`config.mk`:
```
export PLATFORM = sky130hd
export DESIGN_NAME = crs_ctrl
export DESIGN_NICKNAME = d
export VERILOG_FILES = /design/src/crs_pkg.sv /design/src/crs_ctrl.sv
export SDC_FILE = /design/constraint.sdc
export NUM_CORES = 1
export LEC_CHECK = 0
export ABC_AREA = 1
export BUFFER_PORTS_ARGS = -buffer_cell sky130_fd_sc_hd__buf_2
export CAP_MARGIN = 10
export CORE_AREA = 2 2 39 41
export DETAILED_ROUTE_END_ITERATION = 10
export DIE_AREA = 0 0 41 43
export GPL_ROUTABILITY_DRIVEN = 0
export SETUP_SLACK_MARGIN = 0.2
export SYNTH_ARGS = -nofsm -noshare
export SYNTH_HDL_FRONTEND = slang
export SYNTH_SLANG_ARGS = --single-unit
```
`constraint.sdc`:
```
create_clock -name clk_i -period 2.35 [get_ports clk_i]
set_clock_uncertainty 0.15 [all_clocks]
set_input_delay 0.235 -clock clk_i [delete_from_list [all_inputs] [get_ports clk_i]]
set_output_delay 0.235 -clock clk_i [all_outputs]
set_load 0.03 [all_outputs]
```
`src/crs_pkg.sv`:
```
package crs_pkg;

  localparam int MAX_POINTS = 64;
  localparam int IDX_W      = $clog2(MAX_POINTS);
  localparam int CNT_W      = 7;
  localparam int CRD_W      = 32;
  localparam int PAR_W      = 17;
  localparam int COEF_W     = 36;
  localparam int ACC_W      = 56;

  localparam logic [PAR_W-1:0] ONE_Q16   = PAR_W'(65536);
  localparam logic [CNT_W-1:0] CNT_RESET = CNT_W'(4);
  localparam logic [CNT_W-1:0] CNT_MIN   = CNT_W'(4);
  localparam logic [CNT_W-1:0] CNT_MAX   = CNT_W'(MAX_POINTS);

  localparam logic CMD_WRITE = 1'b0;
  localparam logic CMD_EVAL  = 1'b1;

  typedef enum logic [3:0] {
    ST_IDLE,
    ST_SEG,
    ST_RD0,
    ST_RD1,
    ST_RD2,
    ST_RD3,
    ST_COEF,
    ST_MUL0,
    ST_MUL1,
    ST_MUL2,
    ST_FIN
  } state_e;

  typedef struct packed {
    logic       take_write;
    logic       take_eval;
    logic       seg_en;
    logic       rd_en;
    logic [1:0] rd_sel;
    logic       cap_en;
    logic [1:0] cap_sel;
    logic       u2_en;
    logic       u3_en;
    logic       coef_en;
    logic       mul_en;
    logic [1:0] mul_sel;
    logic       fin_en;
  } ctrl_t;

  typedef struct packed {
    logic out_full;
    logic out_ready;
  } stat_t;

endpackage

```
`src/crs_ctrl.sv`:
```
module crs_ctrl import crs_pkg::*; (
  input  logic  clk_i,
  input  logic  rst_ni,
  input  logic  in_valid_i,
  input  logic  in_command_i,
  output logic  in_ready_o,
  input  stat_t stat_i,
  output ctrl_t ctrl_o
);

  state_e state_q, state_d;

  always_ff @(posedge clk_i or negedge rst_ni) begin
    if (!rst_ni) begin
      state_q <= ST_IDLE;
    end else begin
      state_q <= state_d;
    end
  end

  always_comb begin
    state_d = state_q;
    case (state_q)
      ST_IDLE: begin
        if (in_valid_i && in_command_i == CMD_EVAL) state_d = ST_SEG;
      end
      ST_SEG:  state_d = ST_RD0;
      ST_RD0:  state_d = ST_RD1;
      ST_RD1:  state_d = ST_RD2;
      ST_RD2:  state_d = ST_RD3;
      ST_RD3:  state_d = ST_COEF;
      ST_COEF: state_d = ST_MUL0;
      ST_MUL0: state_d = ST_MUL1;
      ST_MUL1: state_d = ST_MUL2;
      ST_MUL2: state_d = ST_FIN;
      ST_FIN: begin
        if (!stat_i.out_full || stat_i.out_ready) state_d = ST_IDLE;
      end
      default: state_d = ST_IDLE;
    endcase
  end

  always_comb begin
    ctrl_o     = '0;
    in_ready_o = 1'b0;
    case (state_q)
      ST_IDLE: begin
        in_ready_o         = 1'b1;
        ctrl_o.take_write  = in_valid_i && in_command_i == CMD_WRITE;
        ctrl_o.take_eval   = in_valid_i && in_command_i == CMD_EVAL;
      end
      ST_SEG: ctrl_o.seg_en = 1'b1;
      ST_RD0: begin
        ctrl_o.rd_en  = 1'b1;
        ctrl_o.rd_sel = 2'd0;
        ctrl_o.u2_en  = 1'b1;
      end
      ST_RD1: begin
        ctrl_o.rd_en   = 1'b1;
        ctrl_o.rd_sel  = 2'd1;
        ctrl_o.cap_en  = 1'b1;
        ctrl_o.cap_sel = 2'd0;
        ctrl_o.u3_en   = 1'b1;
      end
      ST_RD2: begin
        ctrl_o.rd_en   = 1'b1;
        ctrl_o.rd_sel  = 2'd2;
        ctrl_o.cap_en  = 1'b1;
        ctrl_o.cap_sel = 2'd1;
      end
      ST_RD3: begin
        ctrl_o.rd_en   = 1'b1;
        ctrl_o.rd_sel  = 2'd3;
        ctrl_o.cap_en  = 1'b1;
        ctrl_o.cap_sel = 2'd2;
      end
      ST_COEF: ctrl_o.coef_en = 1'b1;
      ST_MUL0: begin
        ctrl_o.mul_en  = 1'b1;
        ctrl_o.mul_sel = 2'd0;
      end
      ST_MUL1: begin
        ctrl_o.mul_en  = 1'b1;
        ctrl_o.mul_sel = 2'd1;
      end
      ST_MUL2: begin
        ctrl_o.mul_en  = 1'b1;
        ctrl_o.mul_sel = 2'd2;
      end
      ST_FIN: ctrl_o.fin_en = !stat_i.out_full || stat_i.out_ready;
      default: ctrl_o = '0;
    endcase
  end

endmodule

```
==> reports/results.tsv <==
metric	value	unit
synth_nets	63	
cts_resized	0	
dp_hpwl	715	µm
wl	801	µm
timing.fmax	0.566	GHz
grt_max_degree	7	
path_buf_inv	2	
routedWlPerCell	8.09	µm
pwr_density_cell	1800	nW/µm²
rrSetupSlack	1100	ps
core	1380	µm²
synth_top_family_by_area	simple AND/OR/NAND/NOR gates	
synthMuxAreaShare	0	%
crit_chain	nor2_2, inv_2, nor2_4, nand2_1, nor2_1, buf_2	
clock_sinks	4	
clk_pin_slew	40	ps
io_pins	23	
hold_path.class	in2async	
rows	14	
via_per_inst	4.27	
grt_pass1_wl	1270	µm
clockBufferDepth	2	
finalPower	0.911	mW
rr_startpoint	state_q[2]$_DFFE_PN0P_	
cp_data_arrival_time	1380	ps
ctsRootBufferMaster	clkbuf_4	
antenna_found_initial	0	
ys_ff_latch	4	
drt_iter0_drc	3	
ys_seq_area_share	29.1	%
cts_tree	yes	
die_h	43	µm
insertion_delay	230	ps
max_slew_margin	86.0	%
vias	423	
largest_reg_flops	4	
final_cell_mix	buf_2 (22), nand2_1 (17), inv_1 (8)	
worst_pin_slew	210	ps
largest-register	state_q	
maxSlewViolCount	0	
required	1970	ps
post-route-min-period	1770	ps
rsz0062_at_grt	false	
diodes	0	
netlist_area	344	µm²
io_buffer_count	22	
cts_buffers	3	
first_pass_iters	4	
htreeDepth	1	
cpMaxStageDelayCell	dfrtp_1	
p_leak	0.366	nW
crit_fanout	5	
reg2reg_depth	6	
synth_compound_area_share	4.36	%
synthXorXnorAreaFrac	0	%
start_kind	flop	
max_stage_delay	430	ps
gr-total-overflow	0	
synth_simple_gate_area_share	52.4	%
ant_nets	0	
dieArea	1760	µm²
syn_to_final_growth	47.3	%
largestRegisters	state_q x4	
synthAdderAreaFrac	0	%
finalHoldViolCount	0	
grt_pass1_vias	323	
track_usage	11.0	%
setup_viol	0	
drive_gt1_share	44.6	%
fin_hold_ws	186	ps
crit_family	flip-flops	
synthCells	57	
synth_cell_types	14	
synth.avg_cell_area	6.04	µm²
fin_crit_sh	75.2	%
crit_type	reg2out	
die_x	41	µm
tns	0	ps
r2r-end	state_q[0]$_DFFE_PN0P_	
final_common_cell	buf_2	
synth_warnings	0	
cap_viol_max_count	0	
end_kind	primary output	
drc	0	
layout.nets	91	
start_util	24.9	%
peakVddDrop	0.522	mV
status	completed	
## synth_stat cells
| cell type | count | area (µm²) |
|---|---|---|
| o21ai_0 | 1 | 5.00 |
| dfrtp_1 | 4 | 100 |
| o21ai_1 | 1 | 5.00 |
| nor2_4 | 2 | 22.5 |
| nand2_1 | 17 | 63.8 |
| nand2_2 | 1 | 6.26 |
| nor3_1 | 3 | 15.0 |
| nand3_1 | 6 | 30.0 |
| inv_2 | 5 | 18.8 |
| nand4_1 | 1 | 6.26 |
| nor2_1 | 3 | 11.3 |
| a21oi_1 | 1 | 5.00 |
| nor2_2 | 4 | 25.0 |
| inv_1 | 8 | 30.0 |
## metal layers
layer	wire [µm]	global-route usage (%)
met1	346	13.4
met2	394	15.6
met3	59	3.14
met4	0	8.00
met5	0	0
## worst reg2reg max path: stages, from the launching register on
cell and delay, ps:
dfrtp_1 430, nor2_2 210, inv_2 90, nor2_4 90, nand2_1 50, nand2_1 70
nor2_1 40
## cells by family (layout without fill, tap and decap cells)
| kind of cell | count (synthesis) | after routing |
|---|---|---|
| and+or+nand+nor | 37 | 37 |
| buffers and inverters | 13 | 39 |
| DFF | 4 | 4 |
| AOI/OAI and AO/OA | 3 | 3 |
## per-stage QoR
| stage | utilization, % | setup slack, ps | area, µm² | std cells |
|---|---|---|---|---|
| floorplan | - | 611 | 344 | 57 |
| global placement | 34.3 | 835 | 474 | 95 |
| detailed placement | 34.3 | 822 | 474 | 95 |
| CTS | 36.6 | 561 | 507 | 99 |
| global route | 36.6 | 460 | 507 | 99 |
| finish | 36.6 | 584 | 507 | 99 |
## power by group
part,total (mW),internal [mW],switching (mW)
Combinational,0.671,0.186,0.485
Sequential,0.159,0.105,0.0544
Clock,0.0813,0.0569,0.0245
Total,0.911,0.347,0.564
## how the worst max path moves through the flow
stage,from,to,slack [ps],cells past startpoint
2_1_floorplan,state_q[2]$_DFFE_PN0P_,ctrl_o[15],610,5
3_3_place_gp,state_q[2]$_DFFE_PN0P_,ctrl_o[15],840,6
3_5_place_dp,state_q[2]$_DFFE_PN0P_,ctrl_o[15],820,6
4_1_cts,state_q[2]$_DFFE_PN0P_,ctrl_o[15],560,6
5_1_grt,state_q[2]$_DFFE_PN0P_,ctrl_o[15],460,6
6_report,state_q[2]$_DFFE_PN0P_,ctrl_o[15],580,6
## timing repair
action | in CTS | in global routing
setup buffers | 0 | 0
hold buffers | 1 | 0
hold endpoints to repair | 4 | 0
## area by class of cell
type                            instances  area, µm²
Inverter                               13       48.8
Sequential cell                         4        100
Fill cell                             159        877
Tap cell                               16       20.0
Multi-Input combinational cell         40        195
Timing Repair Buffer                   23        120
Clock buffer                            3       22.5
(Power assumes the default switching activity.)
